==> src/rtl/tfs_pkg.sv <==
// Shared types, constants and lookup tables of the tuner synthesizer block.
// Depends on nothing; used by every RTL module of the block.
package tfs_pkg;

	// Field widths
	localparam int unsigned FREQ_W     = 32;
	localparam int unsigned REG_W      = 8;
	localparam int unsigned CH_W       = 5;
	localparam int unsigned BAND_IDX_W = 3;
	localparam int unsigned FDIV_W     = 29;
	localparam int unsigned QUOT_W     = 21;
	localparam int unsigned RES_W      = 13;
	localparam int unsigned STEP_W     = 12;
	localparam int unsigned FRAC_W     = 22;
	localparam int unsigned ADDR_W     = 4;
	localparam int unsigned APB_DATA_W = 32;
	localparam int unsigned IN_DATA_W  = 32;
	localparam int unsigned OUT_DATA_W = 56;
	localparam int unsigned OUT_USER_W = 2;
	localparam int unsigned NUM_STAGES = 6;

	// Divide by ten: exact for every 32-bit operand
	localparam logic [31:0] DIV10_MAGIC = 32'hCCCC_CCCD;
	localparam int unsigned DIV10_SHIFT = 35;

	// Channel grids
	localparam logic [31:0]       GRID0_BASE  = 32'd104948;
	localparam logic [31:0]       GRID1_BASE  = 32'd161300;
	localparam logic [31:0]       GRID2_BASE  = 32'd159300;
	localparam logic [STEP_W-1:0] GRID0_STEP  = 12'd3836;
	localparam logic [STEP_W-1:0] GRID12_STEP = 12'd4000;
	localparam logic [63:0]       RECIP_ONE   = 64'd1 << 32;
	localparam logic [QUOT_W-1:0] GRID0_RECIP  = QUOT_W'(RECIP_ONE / 64'd3836);
	localparam logic [QUOT_W-1:0] GRID12_RECIP = QUOT_W'(RECIP_ONE / 64'd4000);
	localparam logic [QUOT_W-1:0] GRID1_CH_LIMIT = 21'd12;
	localparam logic [QUOT_W-1:0] NUM_CH         = 21'd24;
	localparam logic [CH_W-1:0]   GRID1_CH_OFFSET = 5'd12;

	// Band lookup
	localparam logic [31:0] BAND_X_OFFSET = 32'd500;
	localparam int unsigned NUM_BANDS     = 8;

	// Kept bits of the prior register values
	localparam logic [REG_W-1:0] KEEP_BAND      = 8'h0f;
	localparam logic [REG_W-1:0] KEEP_DIVIDER   = 8'h40;
	localparam logic [REG_W-1:0] KEEP_SWALLOW   = 8'hf0;
	localparam logic [REG_W-1:0] KEEP_FRAC_HIGH = 8'hc0;

	// Register reset values
	localparam logic [REG_W-1:0] RST_BAND      = 8'd160;
	localparam logic [REG_W-1:0] RST_DIVIDER   = 8'd32;
	localparam logic [REG_W-1:0] RST_SWALLOW   = 8'd51;
	localparam logic [REG_W-1:0] RST_FRAC_HIGH = 8'd0;

	typedef enum logic [1:0] {
		REG_BAND_PRIOR,
		REG_DIVIDER_PRIOR,
		REG_SWALLOW_PRIOR,
		REG_FRAC_HIGH_PRIOR
	} reg_idx_t;

	typedef struct packed {
		logic [REG_W-1:0] band;
		logic [REG_W-1:0] divider;
		logic [REG_W-1:0] swallow;
		logic [REG_W-1:0] frac_high;
	} prior_t;

	// Stage load enables
	typedef struct packed {
		logic s1;
		logic s2;
		logic s3;
		logic s4;
		logic s5;
		logic s6;
	} adv_t;

	// Channel fit result handed to the register merge stage
	typedef struct packed {
		logic                  invalid;
		logic [CH_W-1:0]       ch;
		logic                  band_hit;
		logic [BAND_IDX_W-1:0] band_idx;
	} fit_t;

	// Upper (exclusive) edge of a band range
	function automatic logic [31:0] band_upper(logic [BAND_IDX_W-1:0] idx);
		logic [31:0] e;
		case (idx)
			3'd0:    e = 32'd2151000;
			3'd1:    e = 32'd1950000;
			3'd2:    e = 32'd1800000;
			3'd3:    e = 32'd1600000;
			3'd4:    e = 32'd1450000;
			3'd5:    e = 32'd1250000;
			3'd6:    e = 32'd1200000;
			3'd7:    e = 32'd975000;
			default: e = 32'd0;
		endcase
		return e;
	endfunction

	// Lower (inclusive) edge of a band range
	function automatic logic [31:0] band_lower(logic [BAND_IDX_W-1:0] idx);
		logic [31:0] e;
		case (idx)
			3'd0:    e = 32'd1950000;
			3'd1:    e = 32'd1800000;
			3'd2:    e = 32'd1600000;
			3'd3:    e = 32'd1450000;
			3'd4:    e = 32'd1250000;
			3'd5:    e = 32'd1200000;
			3'd6:    e = 32'd975000;
			3'd7:    e = 32'd950000;
			default: e = 32'd0;
		endcase
		return e;
	endfunction

	// Band bits of register 2: high bit then three select bits
	function automatic logic [3:0] band_bits(logic [BAND_IDX_W-1:0] idx);
		logic [3:0] b;
		case (idx)
			3'd0:    b = {1'b1, 3'd7};
			3'd1:    b = {1'b1, 3'd6};
			3'd2:    b = {1'b1, 3'd5};
			3'd3:    b = {1'b1, 3'd4};
			3'd4:    b = {1'b1, 3'd3};
			3'd5:    b = {1'b1, 3'd2};
			3'd6:    b = {1'b0, 3'd7};
			3'd7:    b = {1'b0, 3'd6};
			default: b = 4'd0;
		endcase
		return b;
	endfunction

	function automatic logic [FRAC_W-1:0] syn_frac(logic [CH_W-1:0] ch);
		logic [FRAC_W-1:0] f;
		case (ch)
			5'd0:    f = 22'h38fae1;
			5'd1:    f = 22'h3f570a;
			5'd2:    f = 22'h05b333;
			5'd3:    f = 22'h3c0f5c;
			5'd4:    f = 22'h026b85;
			5'd5:    f = 22'h38c7ae;
			5'd6:    f = 22'h3f23d7;
			5'd7:    f = 22'h058000;
			5'd8:    f = 22'h3bdc28;
			5'd9:    f = 22'h023851;
			5'd10:   f = 22'h38947a;
			5'd11:   f = 22'h3ef0a3;
			5'd12, 5'd14, 5'd16, 5'd18, 5'd20, 5'd22: f = 22'h3c8000;
			5'd13, 5'd15, 5'd17, 5'd19, 5'd21, 5'd23: f = 22'h048000;
			default: f = '0;
		endcase
		return f;
	endfunction

	function automatic logic [4:0] syn_n(logic [CH_W-1:0] ch);
		logic [4:0] n;
		case (ch)
			5'd0:    n = 5'h0d;
			5'd1:    n = 5'h0e;
			5'd2:    n = 5'h0e;
			5'd3:    n = 5'h0f;
			5'd4:    n = 5'h0f;
			5'd5:    n = 5'h10;
			5'd6:    n = 5'h11;
			5'd7:    n = 5'h11;
			5'd8:    n = 5'h12;
			5'd9:    n = 5'h12;
			5'd10:   n = 5'h13;
			5'd11:   n = 5'h14;
			5'd12:   n = 5'h16;
			5'd13:   n = 5'h16;
			5'd14:   n = 5'h17;
			5'd15:   n = 5'h18;
			5'd16:   n = 5'h18;
			5'd17:   n = 5'h19;
			5'd18:   n = 5'h1a;
			5'd19:   n = 5'h1a;
			5'd20:   n = 5'h1b;
			5'd21:   n = 5'h1b;
			5'd22:   n = 5'h1c;
			5'd23:   n = 5'h1d;
			default: n = '0;
		endcase
		return n;
	endfunction

	function automatic logic [3:0] syn_a(logic [CH_W-1:0] ch);
		logic [3:0] a;
		case (ch)
			5'd0:    a = 4'h5;
			5'd1:    a = 4'h3;
			5'd2:    a = 4'h5;
			5'd3:    a = 4'h4;
			5'd4:    a = 4'h6;
			5'd5:    a = 4'h5;
			5'd6:    a = 4'h3;
			5'd7:    a = 4'h5;
			5'd8:    a = 4'h4;
			5'd9:    a = 4'h6;
			5'd10:   a = 4'h5;
			5'd11:   a = 4'h3;
			5'd12:   a = 4'h4;
			5'd13:   a = 4'h6;
			5'd14:   a = 4'h5;
			5'd15:   a = 4'h3;
			5'd16:   a = 4'h6;
			5'd17:   a = 4'h4;
			5'd18:   a = 4'h3;
			5'd19:   a = 4'h5;
			5'd20:   a = 4'h4;
			5'd21:   a = 4'h6;
			5'd22:   a = 4'h5;
			5'd23:   a = 4'h3;
			default: a = '0;
		endcase
		return a;
	endfunction

endpackage

==> src/rtl/tfs_cfg_regs.sv <==
// APB register file holding the prior values of the synthesizer registers.
// Depends on tfs_pkg.
module tfs_cfg_regs (
	input  logic                            clk,
	input  logic                            arst_n,
	input  logic                            psel,
	input  logic                            penable,
	input  logic                            pwrite,
	input  logic [tfs_pkg::ADDR_W-1:0]      paddr,
	input  logic [tfs_pkg::APB_DATA_W-1:0]  pwdata,
	output logic [tfs_pkg::APB_DATA_W-1:0]  prdata,
	output logic                            pready,
	output tfs_pkg::prior_t                 prior
);

	tfs_pkg::prior_t  prior_q;
	tfs_pkg::reg_idx_t reg_idx;
	logic             wr_en;

	assign reg_idx = tfs_pkg::reg_idx_t'(paddr[3:2]);
	assign wr_en   = psel & penable & pwrite;
	assign pready  = 1'b1;
	assign prior   = prior_q;

	// Write the addressed register on the access cycle
	always_ff @(posedge clk or negedge arst_n) begin
		if (!arst_n) begin
			prior_q.band      <= tfs_pkg::RST_BAND;
			prior_q.divider   <= tfs_pkg::RST_DIVIDER;
			prior_q.swallow   <= tfs_pkg::RST_SWALLOW;
			prior_q.frac_high <= tfs_pkg::RST_FRAC_HIGH;
		end else if (wr_en) begin
			case (reg_idx)
				tfs_pkg::REG_BAND_PRIOR:      prior_q.band      <= pwdata[7:0];
				tfs_pkg::REG_DIVIDER_PRIOR:   prior_q.divider   <= pwdata[7:0];
				tfs_pkg::REG_SWALLOW_PRIOR:   prior_q.swallow   <= pwdata[7:0];
				tfs_pkg::REG_FRAC_HIGH_PRIOR: prior_q.frac_high <= pwdata[7:0];
				default: ;
			endcase
		end
	end

	// Read back the addressed register
	always_comb begin
		case (reg_idx)
			tfs_pkg::REG_BAND_PRIOR:      prdata = 32'(prior_q.band);
			tfs_pkg::REG_DIVIDER_PRIOR:   prdata = 32'(prior_q.divider);
			tfs_pkg::REG_SWALLOW_PRIOR:   prdata = 32'(prior_q.swallow);
			tfs_pkg::REG_FRAC_HIGH_PRIOR: prdata = 32'(prior_q.frac_high);
			default:                      prdata = '0;
		endcase
	end

endmodule

==> src/rtl/tfs_channel_fit.sv <==
// Pipeline stages 1 to 5: divide by ten, fit three channel grids, pick a channel
// and classify the band. Depends on tfs_pkg.
module tfs_channel_fit (
	input  logic                         clk,
	input  tfs_pkg::adv_t                adv,
	input  logic [tfs_pkg::FREQ_W-1:0]   frequency_khz,
	output tfs_pkg::fit_t                fit
);

	// Stage 1: input register
	logic [tfs_pkg::FREQ_W-1:0] khz_s1;

	always_ff @(posedge clk) begin
		if (adv.s1) begin
			khz_s1 <= frequency_khz;
		end
	end

	// Stage 2: divide by ten, band classification
	logic [63:0]                     prod10;
	logic [31:0]                     band_x;
	logic                            band_hit;
	logic [tfs_pkg::BAND_IDX_W-1:0]  band_idx;
	logic [tfs_pkg::FDIV_W-1:0]      f_s2;
	logic                            band_hit_s2;
	logic [tfs_pkg::BAND_IDX_W-1:0]  band_idx_s2;

	assign prod10 = 64'(khz_s1) * 64'(tfs_pkg::DIV10_MAGIC);
	assign band_x = khz_s1 - tfs_pkg::BAND_X_OFFSET;

	// Find the one band range holding the offset frequency
	always_comb begin
		band_hit = 1'b0;
		band_idx = '0;
		for (int i = 0; i < tfs_pkg::NUM_BANDS; i++) begin
			if (band_x >= tfs_pkg::band_lower(3'(i)) &&
			    band_x <  tfs_pkg::band_upper(3'(i))) begin
				band_hit = 1'b1;
				band_idx = 3'(i);
			end
		end
	end

	always_ff @(posedge clk) begin
		if (adv.s2) begin
			f_s2        <= prod10[tfs_pkg::DIV10_SHIFT +: tfs_pkg::FDIV_W];
			band_hit_s2 <= band_hit;
			band_idx_s2 <= band_idx;
		end
	end

	// Stage 3: grid offsets and quotient estimates (at most one low)
	logic [31:0]                d0, d1, d2;
	logic [63:0]                qp0, qp1, qp2;
	logic [31:0]                d0_s3, d1_s3, d2_s3;
	logic [tfs_pkg::QUOT_W-1:0] q0_s3, q1_s3, q2_s3;
	logic                           band_hit_s3;
	logic [tfs_pkg::BAND_IDX_W-1:0] band_idx_s3;

	assign d0  = 32'(f_s2) - tfs_pkg::GRID0_BASE;
	assign d1  = 32'(f_s2) - tfs_pkg::GRID1_BASE;
	assign d2  = 32'(f_s2) - tfs_pkg::GRID2_BASE;
	assign qp0 = 64'(d0) * 64'(tfs_pkg::GRID0_RECIP);
	assign qp1 = 64'(d1) * 64'(tfs_pkg::GRID12_RECIP);
	assign qp2 = 64'(d2) * 64'(tfs_pkg::GRID12_RECIP);

	always_ff @(posedge clk) begin
		if (adv.s3) begin
			d0_s3       <= d0;
			d1_s3       <= d1;
			d2_s3       <= d2;
			q0_s3       <= qp0[32 +: tfs_pkg::QUOT_W];
			q1_s3       <= qp1[32 +: tfs_pkg::QUOT_W];
			q2_s3       <= qp2[32 +: tfs_pkg::QUOT_W];
			band_hit_s3 <= band_hit_s2;
			band_idx_s3 <= band_idx_s2;
		end
	end

	// Stage 4: residues of the estimates, below twice the step
	logic [32:0]                qd0, qd1, qd2;
	logic [31:0]                rd0, rd1, rd2;
	logic [tfs_pkg::RES_W-1:0]  r0_s4, r1_s4, r2_s4;
	logic [tfs_pkg::QUOT_W-1:0] q0_s4, q1_s4;
	logic                           band_hit_s4;
	logic [tfs_pkg::BAND_IDX_W-1:0] band_idx_s4;

	assign qd0 = 33'(q0_s3) * 33'(tfs_pkg::GRID0_STEP);
	assign qd1 = 33'(q1_s3) * 33'(tfs_pkg::GRID12_STEP);
	assign qd2 = 33'(q2_s3) * 33'(tfs_pkg::GRID12_STEP);
	assign rd0 = d0_s3 - qd0[31:0];
	assign rd1 = d1_s3 - qd1[31:0];
	assign rd2 = d2_s3 - qd2[31:0];

	always_ff @(posedge clk) begin
		if (adv.s4) begin
			r0_s4       <= rd0[tfs_pkg::RES_W-1:0];
			r1_s4       <= rd1[tfs_pkg::RES_W-1:0];
			r2_s4       <= rd2[tfs_pkg::RES_W-1:0];
			q0_s4       <= q0_s3;
			q1_s4       <= q1_s3;
			band_hit_s4 <= band_hit_s3;
			band_idx_s4 <= band_idx_s3;
		end
	end

	// Stage 5: correct the estimates and keep the best grid
	logic [tfs_pkg::RES_W-1:0]  step0, step12;
	logic [tfs_pkg::RES_W-1:0]  r0c, r1c, r2c, r01;
	logic [tfs_pkg::QUOT_W-1:0] q0c, q1c;
	tfs_pkg::fit_t              fit_d;
	tfs_pkg::fit_t              fit_s5;

	assign step0  = 13'(tfs_pkg::GRID0_STEP);
	assign step12 = 13'(tfs_pkg::GRID12_STEP);

	always_comb begin
		r0c = r0_s4;
		q0c = q0_s4;
		if (r0_s4 >= step0) begin
			r0c = r0_s4 - step0;
			q0c = q0_s4 + 21'd1;
		end
		r1c = r1_s4;
		q1c = q1_s4;
		if (r1_s4 >= step12) begin
			r1c = r1_s4 - step12;
			q1c = q1_s4 + 21'd1;
		end
		r2c = (r2_s4 >= step12) ? (r2_s4 - step12) : r2_s4;
		r01 = (r1c <= r0c) ? r1c : r0c;

		fit_d.band_hit = band_hit_s4;
		fit_d.band_idx = band_idx_s4;
		fit_d.invalid  = 1'b1;
		fit_d.ch       = '0;
		if (r2c < r01) begin
			// third grid always lands at channel 24 or above
			fit_d.invalid = 1'b1;
		end else if (r1c <= r0c) begin
			if (q1c < tfs_pkg::GRID1_CH_LIMIT) begin
				fit_d.invalid = 1'b0;
				fit_d.ch      = q1c[tfs_pkg::CH_W-1:0] + tfs_pkg::GRID1_CH_OFFSET;
			end
		end else if (q0c < tfs_pkg::NUM_CH) begin
			fit_d.invalid = 1'b0;
			fit_d.ch      = q0c[tfs_pkg::CH_W-1:0];
		end
	end

	always_ff @(posedge clk) begin
		if (adv.s5) begin
			fit_s5 <= fit_d;
		end
	end

	assign fit = fit_s5;

endmodule

==> src/rtl/tfs_reg_merge.sv <==
// Stage 6: synthesizer table lookup and merge with the kept prior bits into
// the result register. Depends on tfs_pkg.
module tfs_reg_merge (
	input  logic                              clk,
	input  logic                              load,
	input  tfs_pkg::fit_t                     fit,
	input  tfs_pkg::prior_t                   prior,
	output logic [tfs_pkg::OUT_DATA_W-1:0]    tdata,
	output logic [tfs_pkg::OUT_USER_W-1:0]    tuser
);

	logic [tfs_pkg::FRAC_W-1:0] frac;
	logic [3:0]                 bbits;
	logic [tfs_pkg::CH_W-1:0]   ch;
	logic                       band_hit;
	logic [tfs_pkg::REG_W-1:0]  band_reg, divider_reg, swallow_reg;
	logic [tfs_pkg::REG_W-1:0]  frac_high_reg, frac_mid_reg, frac_low_reg;
	logic [tfs_pkg::OUT_DATA_W-1:0] tdata_s6;
	logic [tfs_pkg::OUT_USER_W-1:0] tuser_s6;

	assign frac  = tfs_pkg::syn_frac(fit.ch);
	assign bbits = tfs_pkg::band_bits(fit.band_idx);

	// Merge table values into the kept bits; hold priors on an invalid channel
	always_comb begin
		if (fit.invalid) begin
			ch            = '0;
			band_hit      = 1'b0;
			band_reg      = prior.band;
			divider_reg   = prior.divider;
			swallow_reg   = prior.swallow;
			frac_high_reg = prior.frac_high;
			frac_mid_reg  = '0;
			frac_low_reg  = '0;
		end else begin
			ch            = fit.ch;
			band_hit      = fit.band_hit;
			band_reg      = fit.band_hit ?
			                ((prior.band & tfs_pkg::KEEP_BAND) | {bbits, 4'd0}) :
			                prior.band;
			divider_reg   = (prior.divider & tfs_pkg::KEEP_DIVIDER) |
			                8'(tfs_pkg::syn_n(fit.ch));
			swallow_reg   = (prior.swallow & tfs_pkg::KEEP_SWALLOW) |
			                8'(tfs_pkg::syn_a(fit.ch));
			frac_high_reg = (prior.frac_high & tfs_pkg::KEEP_FRAC_HIGH) |
			                8'(frac[21:16]);
			frac_mid_reg  = frac[15:8];
			frac_low_reg  = frac[7:0];
		end
	end

	always_ff @(posedge clk) begin
		if (load) begin
			tdata_s6 <= {3'd0, frac_low_reg, frac_mid_reg, frac_high_reg,
			             swallow_reg, divider_reg, band_reg, ch};
			tuser_s6 <= {band_hit, fit.invalid};
		end
	end

	assign tdata = tdata_s6;
	assign tuser = tuser_s6;

endmodule

==> src/rtl/tuner_frequency_to_synth_settings.sv <==
// Tuner frequency to synthesizer register settings, top level.
// Each accepted input transaction passes through the six stages to its result on m_tvalid.
// Throughput: one transaction per cycle while m_tready is high; the pipeline, with a valid
// bit per stage, fills bubbles, so s_tready stays high while any stage is empty.
// Reset (arst_n low, asynchronous) empties the pipeline and restores register defaults.
// Depends on tfs_pkg, tfs_cfg_regs, tfs_channel_fit and tfs_reg_merge.
module tuner_frequency_to_synth_settings (
	input  logic                                clk,
	input  logic                                arst_n,
	// input stream
	input  logic                                s_tvalid,
	output logic                                s_tready,
	input  logic [tfs_pkg::IN_DATA_W-1:0]       s_tdata,  // [31:0] frequency_khz
	// result stream
	output logic                                m_tvalid,
	input  logic                                m_tready,
	// [4:0] channel_index, [12:5] band_reg, [20:13] divider_reg,
	// [28:21] swallow_reg, [36:29] frac_high_reg, [44:37] frac_mid_reg,
	// [52:45] frac_low_reg, [55:53] zero
	output logic [tfs_pkg::OUT_DATA_W-1:0]      m_tdata,
	output logic [tfs_pkg::OUT_USER_W-1:0]      m_tuser,  // [0] channel_invalid, [1] band_hit
	// configuration
	input  logic                                psel,
	input  logic                                penable,
	input  logic                                pwrite,
	input  logic [tfs_pkg::ADDR_W-1:0]          paddr,
	input  logic [tfs_pkg::APB_DATA_W-1:0]      pwdata,
	output logic [tfs_pkg::APB_DATA_W-1:0]      prdata,
	output logic                                pready
);

	localparam int unsigned LAST = tfs_pkg::NUM_STAGES - 1;

	logic [tfs_pkg::NUM_STAGES-1:0] valid_q;
	logic [tfs_pkg::NUM_STAGES-1:0] ready;
	tfs_pkg::adv_t                  adv;
	tfs_pkg::prior_t                prior;
	tfs_pkg::fit_t                  fit;

	// Load a stage when it is empty or its content moves on
	always_comb begin
		ready[LAST] = !valid_q[LAST] || m_tready;
		for (int k = LAST - 1; k >= 0; k--) begin
			ready[k] = !valid_q[k] || ready[k+1];
		end
	end

	assign adv.s1 = ready[0];
	assign adv.s2 = ready[1];
	assign adv.s3 = ready[2];
	assign adv.s4 = ready[3];
	assign adv.s5 = ready[4];
	assign adv.s6 = ready[5];

	// Advance the valid bits along the pipeline
	always_ff @(posedge clk or negedge arst_n) begin
		if (!arst_n) begin
			valid_q <= '0;
		end else begin
			if (ready[0]) begin
				valid_q[0] <= s_tvalid;
			end
			for (int k = 1; k < tfs_pkg::NUM_STAGES; k++) begin
				if (ready[k]) begin
					valid_q[k] <= valid_q[k-1];
				end
			end
		end
	end

	assign s_tready = ready[0];
	assign m_tvalid = valid_q[LAST];

	tfs_cfg_regs u_cfg_regs (
		.clk     (clk),
		.arst_n  (arst_n),
		.psel    (psel),
		.penable (penable),
		.pwrite  (pwrite),
		.paddr   (paddr),
		.pwdata  (pwdata),
		.prdata  (prdata),
		.pready  (pready),
		.prior   (prior)
	);

	tfs_channel_fit u_channel_fit (
		.clk           (clk),
		.adv           (adv),
		.frequency_khz (s_tdata),
		.fit           (fit)
	);

	tfs_reg_merge u_reg_merge (
		.clk   (clk),
		.load  (adv.s6),
		.fit   (fit),
		.prior (prior),
		.tdata (m_tdata),
		.tuser (m_tuser)
	);

endmodule

==> config.mk <==
export PLATFORM = sky130hd
export DESIGN_NAME = tuner_frequency_to_synth_settings
export DESIGN_NICKNAME = d
export VERILOG_FILES = /design/src/rtl/tfs_pkg.sv /design/src/rtl/tfs_cfg_regs.sv /design/src/rtl/tfs_channel_fit.sv /design/src/rtl/tfs_reg_merge.sv /design/src/rtl/tuner_frequency_to_synth_settings.sv
export SDC_FILE = /design/constraint.sdc
export NUM_CORES = 2
export LEC_CHECK = 0
export ABC_CLOCK_PERIOD_IN_PS = 11900
export BUFFER_PORTS_ARGS = -buffer_cell sky130_fd_sc_hd__clkbuf_2
export CAP_MARGIN = 0
export CORE_ASPECT_RATIO = 1.1
export CORE_UTILIZATION = 30
export CTS_CLUSTER_SIZE = 40
export DETAILED_ROUTE_END_ITERATION = 7
export SLEW_MARGIN = 0
export SYNTH_ARGS = -nofsm -noshare
export SYNTH_HDL_FRONTEND = slang
export SYNTH_SLANG_ARGS = --single-unit
==> constraint.sdc <==
create_clock -name clk -period 11.9 [get_ports clk]
set_input_delay 1.19 -clock clk [delete_from_list [all_inputs] [get_ports clk]]
set_output_delay 1.19 -clock clk [all_outputs]
set_load 0.01 [all_outputs]
# After elaboration in Yosys (flattened, before gate mapping)
# Memory sizes are Yosys's and may differ from the RTL's. A register that Yosys moved wholly into a read port is not among the register bits.
# Cells that the tools add are included.
dict set report totals {
  out_inout_bits 93
  register_bits 359
  mem_bits_ro 992
  mem_count 4
  in_bits 75
  latch_bits 0
  wordCells 154
  mem_bits_rw 0
}
# name depth word_bits rd rd_clocked_by_memory_dff write_ports line_no
set mem_list {}
lappend mem_list {{(name not given)} 32 22 1 1 0 tfs_pkg.sv:140} ;# case (ch)
lappend mem_list {{(name not given)} 32 5 1 1 0 tfs_pkg.sv:162} ;# case (ch)
lappend mem_list {{(name not given)} 32 3 1 1 0 tfs_pkg.sv:194} ;# case (ch)
lappend mem_list {{(name not given)} 8 4 1 1 0 tfs_pkg.sv:124} ;# case (idx)
dict set report classes {
  n_div 0
  n_eq_ne 3
  muxes 31
  add_sub_neg 13
  bitwise_logic 6
  mul 7
  n_reduce_logical 28
  shifts 0
  order_cmp 23
}
# operator n
set op_table {}
lappend op_table {{$ge A32 B21 Y1 const B} 6}
lappend op_table {{$lt A32 B21 Y1 const B} 6}
lappend op_table {{$mul A32 B21 Y53 const B} 3}
lappend op_table {{$pmux W32 S4} 1}
lappend op_table {{$ge A32 B20 Y1 const B} 2}
lappend op_table {{$mul A32 B32 Y64 const B} 1}
lappend op_table {{$sub A29 B18 Y30 const B} 2}
lappend op_table {{$mux W13} 4}
lappend op_table {{$add A21 B1 Y21 const B} 2}
lappend op_table {{$mul A21 B7 Y8 const B} 2}
lappend op_table {{$mux W21} 2}
lappend op_table {{$mux W8} 5}
lappend op_table {{$ge A13 B12 Y1 const B} 3}
lappend op_table {{$sub A13 B12 Y13 const B} 3}
lappend op_table {{$sub A13 B13 Y13} 3}
lappend op_table {{$mux W5} 7}
lappend op_table {{$lt A32 B20 Y1 const B} 1}
lappend op_table {{$lt A32 B22 Y1 const B} 1}
lappend op_table {{$sub A32 B9 Y32 const B} 1}
lappend op_table {{$sub A29 B17 Y30 const B} 1}
lappend op_table {{$lt A21 B4 Y1 const B} 1}
lappend op_table {{$lt A21 B5 Y1 const B} 1}
lappend op_table {{$mul A21 B10 Y11 const B} 1}
lappend op_table {{$mux W6} 3}
lappend op_table {{other kinds (22)} 49}

# Longest topological paths before layout
dict set report depth {
  depth_word 9
  ltp_mapped 39
  ltp_nobuf 38
}

# Hierarchy
# A second synthesis with hierarchy kept.
dict set report hier_totals {
  hier_cells 5912
  area_unflattened_um2 62408.6
}
# mod seq_area_each_um2 area_each_um2 cells_per_inst n_inst
set by_module_without_submodules {}
lappend by_module_without_submodules {tfs_channel_fit 7146.9 57819.2 5560 1}
lappend by_module_without_submodules {tfs_reg_merge 1591.5 2706.3 225 1}
lappend by_module_without_submodules {tfs_cfg_regs 809.5 1634.1 107 1}
lappend by_module_without_submodules {tuner_frequency_to_synth_settings 150.1 249.0 20 1}

# Worst setup path before layout
# OpenSTA, ideal clock, no wires.
dict set report synth_path {
  kind {reg-to-reg}
  startpoint {register u_channel_fit.f_s2[2] (netlist name)}
  endpoint {register u_channel_fit.q0_s3[20] (netlist name), data pin}
  setup_time_ps 260
  required_ps 11640
  setup_slack_ps 2874
  path_stages_with_launch 37
  n_path_buf 1
  synth_period_minus_slack_ps 9026
  arrival_time_ps 8767
  path_cell_list {edfxtp_1 buf_2 inv_1 ha_1 inv_1 nand2_1 nor2_1 or3_1 a31oi_1 nand2b_1 a31oi_1 nand3_1 xor2_1 inv_1 ha_1 fa_1 inv_1 fa_1 inv_1 fa_1 fa_1 fa_1 inv_1 fa_1 inv_1 ha_1 and3_1 and4_1 a21oi_1 o21ai_0 a21oi_1 o21ai_0 a21oi_1 o41ai_1 a21o_1 a21oi_1 xnor2_1}
}
dict set report synth_between {
  elab_chain_cells 2
}
# item line_no
set synth_rtl {}
lappend synth_rtl {{start, declared} tfs_channel_fit.sv:24} ;# logic [tfs_pkg::FDIV_W-1:0] f_s2;
lappend synth_rtl {{start signal, assigned} tfs_channel_fit.sv:46} ;# f_s2 <= prod10[tfs_pkg::DIV10_SHIFT +: tfs_pkg::FDIV_W];
lappend synth_rtl {{$sub A29 B17 Y30} tfs_channel_fit.sv:60} ;# assign d0 = 32'(f_s2) - tfs_pkg::GRID0_BASE;
lappend synth_rtl {{net u_channel_fit.d0[2]} tfs_channel_fit.sv:53} ;# logic [31:0] d0, d1, d2;
lappend synth_rtl {{$mul A32 B21 Y53} tfs_channel_fit.sv:63} ;# assign qp0 = 64'(d0) * 64'(tfs_pkg::GRID0_RECIP);
lappend synth_rtl {{net u_channel_fit.qp0[52]} tfs_channel_fit.sv:54} ;# logic [63:0] qp0, qp1, qp2;
lappend synth_rtl {{end signal, assigned} tfs_channel_fit.sv:72} ;# q0_s3 <= qp0[32 +: tfs_pkg::QUOT_W];
lappend synth_rtl {{end, declared} tfs_channel_fit.sv:56} ;# logic [tfs_pkg::QUOT_W-1:0] q0_s3, q1_s3, q2_s3;
# The timed path passes the listed nets, and every way through them passes these cells.
# A chain may end at the register's enable or synchronous reset.

# Worst setup path after layout
# Same ends and word-level chain as after synthesis.

==> results.cfg <==
[outcome]
status = complete, no violations

[sta]
setup_violations = 0
clock-skew-final_ps = 51.7
final-hold-violation-count = 0
worst_slew_pin_slew_ps = 1180
period_share_pct = 90.1
max-slew-margin-rel_pct = 20.6
slew_viol_final = 0
min_period_ps = 10730
rsz0062_at_grt = false
final.setup.tns_ps = 0
fmax_mhz = 93.2

[synth]
synth-seq-cells = 359
yosys_warnings = 0
synth.distinct_cells = 89
synth_cells = 5960
synth_top_cell_by_area = fa_1
synth_flop_cell = edfxtp_1
synth_area_leaders = fa_1, ha_1, edfxtp_1
synth_edf_count = 291
synth_top_area_share_pct = 31.2
ys_top_cells_by_count = inv_1, ha_1, fa_1
synthArstFlopShare_pct = 10.6
syn_area_um2 = 62800
seq_area_frac_synth_pct = 16.4
avgSynthCellArea_um2 = 10.5
yosysMostFrequentCell = inv_1

[worst_setup_path]
crit_type = reg -> reg
startpoint_type = flip-flop
cp_slowest_stage_delay_ps = 880
cp_top_family = adder cells
worstPathRequired_ps = 12250
cp.arrival_ps = 11070
path_buf_inv = 9
rrSetupSlack_ps = 1170
crit_top_cell = inv_1
cp_max_fo = 9
critPathCaptureType = flip-flop
crit_slowest_cell = o21ai_0

[cells_and_area]
final_nets = 8409
nFillCells = 20900
seq_area_um2 = 10300
final_layout_size_suffix_gt1_share_pct = 5.84
finalNonFillerCells = 8893
multi_input_area_um2 = 46000
finish.utilization_pct = 33.0
area_delta_synth_final_pct = 8.90

[detailed_routing]
routed_wl_um = 152000
ant_nets = 0
avgViaCountPerCell = 4.58
wl_per_cell_um = 17.1
via_count = 40700
dr.pass1.iters = 7
drc = 0
drt_iter0_drc = 1770

[grt]
antenna_found_initial = 2
grt_start_max_net_pins = 81
grt_first_pass_wirelength_um = 244000
gr-total-overflow = 0
grt_usage_pct = 14.7
grt_pass1_vias = 44500

[clock_network]
postCtsSetupBuffers = 0
cts_root_buffer = clkbuf_16
cts_tree = done
clk_pin_slew_ps = 60
cts_buffer_depth = 3
cts_buffers = 40
ctsResizeCount = 0
htreeDepth = 2
cts_sinks = 359
cts_hold_buffers = 0
clock_latency_ps = 640

[min_path]
min_path_type = reg -> reg

[place]
portBuffers = 113
finalWeightedCongestion = 0.921
dp_cells = 8818
hpwl_um = 130000

[die]
io_pins = 168
die_h_um = 482
coreArea_um2 = 207000
start_util_pct = 30.3
fp.dieW_um = 438
die_area_um2 = 211000
fp-row-count = 175

[job]
maxCapViolations = 0
sequential cells by signal, indices dropped and copies added, names as in the netlist, 4 cells and up, named ones only:
| name | flops |
|---|---|
| u_cfg_regs.prior | 32 |
| u_reg_merge.tdata | 51 |
| u_channel_fit.khz_s1 | 32 |
| u_channel_fit.q0_s4 | 21 |
| valid_q | 6 |
| u_channel_fit.d1_s3 | 9 |
| u_channel_fit.d0_s3 | 8 |
| u_channel_fit.q2_s3 | 8 |
| u_channel_fit.f_s2 | 29 |
| u_channel_fit.r2_s4 | 13 |
| u_channel_fit.r1_s4 | 9 |
| u_channel_fit.fit | 10 |
| u_reg_merge.frac | 18 |
| u_channel_fit.q1_s4 | 21 |
| u_channel_fit.q0_s3 | 21 |
| u_channel_fit.q1_s3 | 21 |
| u_reg_merge.bbits | 4 |
| u_channel_fit.d2_s3 | 13 |
| u_channel_fit.r0_s4 | 11 |
worst register-to-register path: cells and delay by family (launching register included):
| kind | cells | cell delay, ps |
|---|---|---|
| flip-flops | 1 | 610 |
| adder cells (fa/ha/maj) | 9 | 4070 |
| buffers and inverters | 9 | 920 |
| AND/OR/NAND/NOR | 5 | 900 |
| AO/OA/AOI/OAI | 11 | 3490 |
| XOR/XNOR | 2 | 490 |
cells in the final DEF (no fill, tap or decap), drive strengths merged, types with 8 or more instances in the layout:
master	count
mux2	52
nor2b	52
clkinv	16
and2	24
fa	978
nor2	181
and4	13
nand4	33
dfrtp	31
nor4	21
o211ai	10
a21oi	154
clkbuf	163
and3	28
o21ai	122
nand3	57
a21o	96
a211oi	19
edfxtp	291
a31oi	29
nand2	151
dfxtp	30
o2111ai	10
xnor2	184
buf	66
or3	12
nor3	38
conb	28
mux2i	20
inv	1666
nand2b	48
o21a	30
ha	1239
mux4	8
o31ai	9
xor2	102
o21bai	18
area by class of cell:
| cell class | instances | area share, % |
|---|---|---|
| clock inverters | 24 | 0.410 |
| multi-input cells | 3874 | 67.2 |
| clock buffers | 50 | 1.61 |
| flip-flops and latches | 359 | 15.0 |
| well taps | 2743 | 5.01 |
| inverters | 1663 | 9.12 |
| repair buffers | 179 | 1.55 |
| diodes | 1 | 0.00366 |
metal layers:
metal / vias to the layer above / track usage [%] / part of all wire (%)
li1: 19200 / - / -
met5: - / 0 / 0
met2: 862 / 26.6 / 50
met1: 20400 / 18.3 / 42
met3: 248 / 1.63 / 4.2
met4: 0 / 4.46 / 3.3
cells by family (layout without fill, tap and decap cells):
kind of cell	count (synthesis)	in the layout	share of synthesized area, %
multiplexers	80	80	1.54
AND/OR/NAND/NOR	691	691	5.56
flip-flops	359	359	16.4
AO/OA/AOI/OAI	572	572	5.99
XOR/XNOR	286	286	3.99
adder cells (fa/ha/maj)	2217	2217	55.8
other	2	29	0.0119
buffers and inverters	1753	1916	10.7
worst paths after layout:
| kind | depth (start not counted) | startpoint | to |
|---|---|---|---|
| worst max-delay path | 36 | u_channel_fit.f_s2[2]$_DFFE_PP_ | u_channel_fit.q0_s3[20]$_DFFE_PP_ |
| worst min-delay path | 0 | u_channel_fit.q0_s3[12]$_DFFE_PP_ | u_channel_fit.q0_s4[12]$_DFFE_PP_ |
| worst max register to register | 36 | u_channel_fit.f_s2[2]$_DFFE_PP_ | u_channel_fit.q0_s3[20]$_DFFE_PP_ |
| worst min register to register | 0 | u_channel_fit.q0_s3[12]$_DFFE_PP_ | u_channel_fit.q0_s4[12]$_DFFE_PP_ |
| max in group asynchronous | 1 | arst_n | valid_q[1]$_DFFE_PN0P_ |
| min in group asynchronous | 1 | arst_n | u_cfg_regs.prior[22]$_DFFE_PN0P_ |
metrics by stage:
| stage | worst slack, ps | instance area (um^2) | hold WS [ps] |
|---|---|---|---|
| floorplan | 2870 | 62900 | 400 |
| global placement | 1230 | 67100 | 403 |
| detailed placement | 1220 | 67100 | 405 |
| CTS | 1170 | 68400 | 418 |
| global route | 498 | 68400 | 421 |
| finish | 1170 | 68400 | 417 |
Power is left out: the tool's default activity adds up to more than one toggle a clock period on the data nets, which glitch-free logic cannot reach.
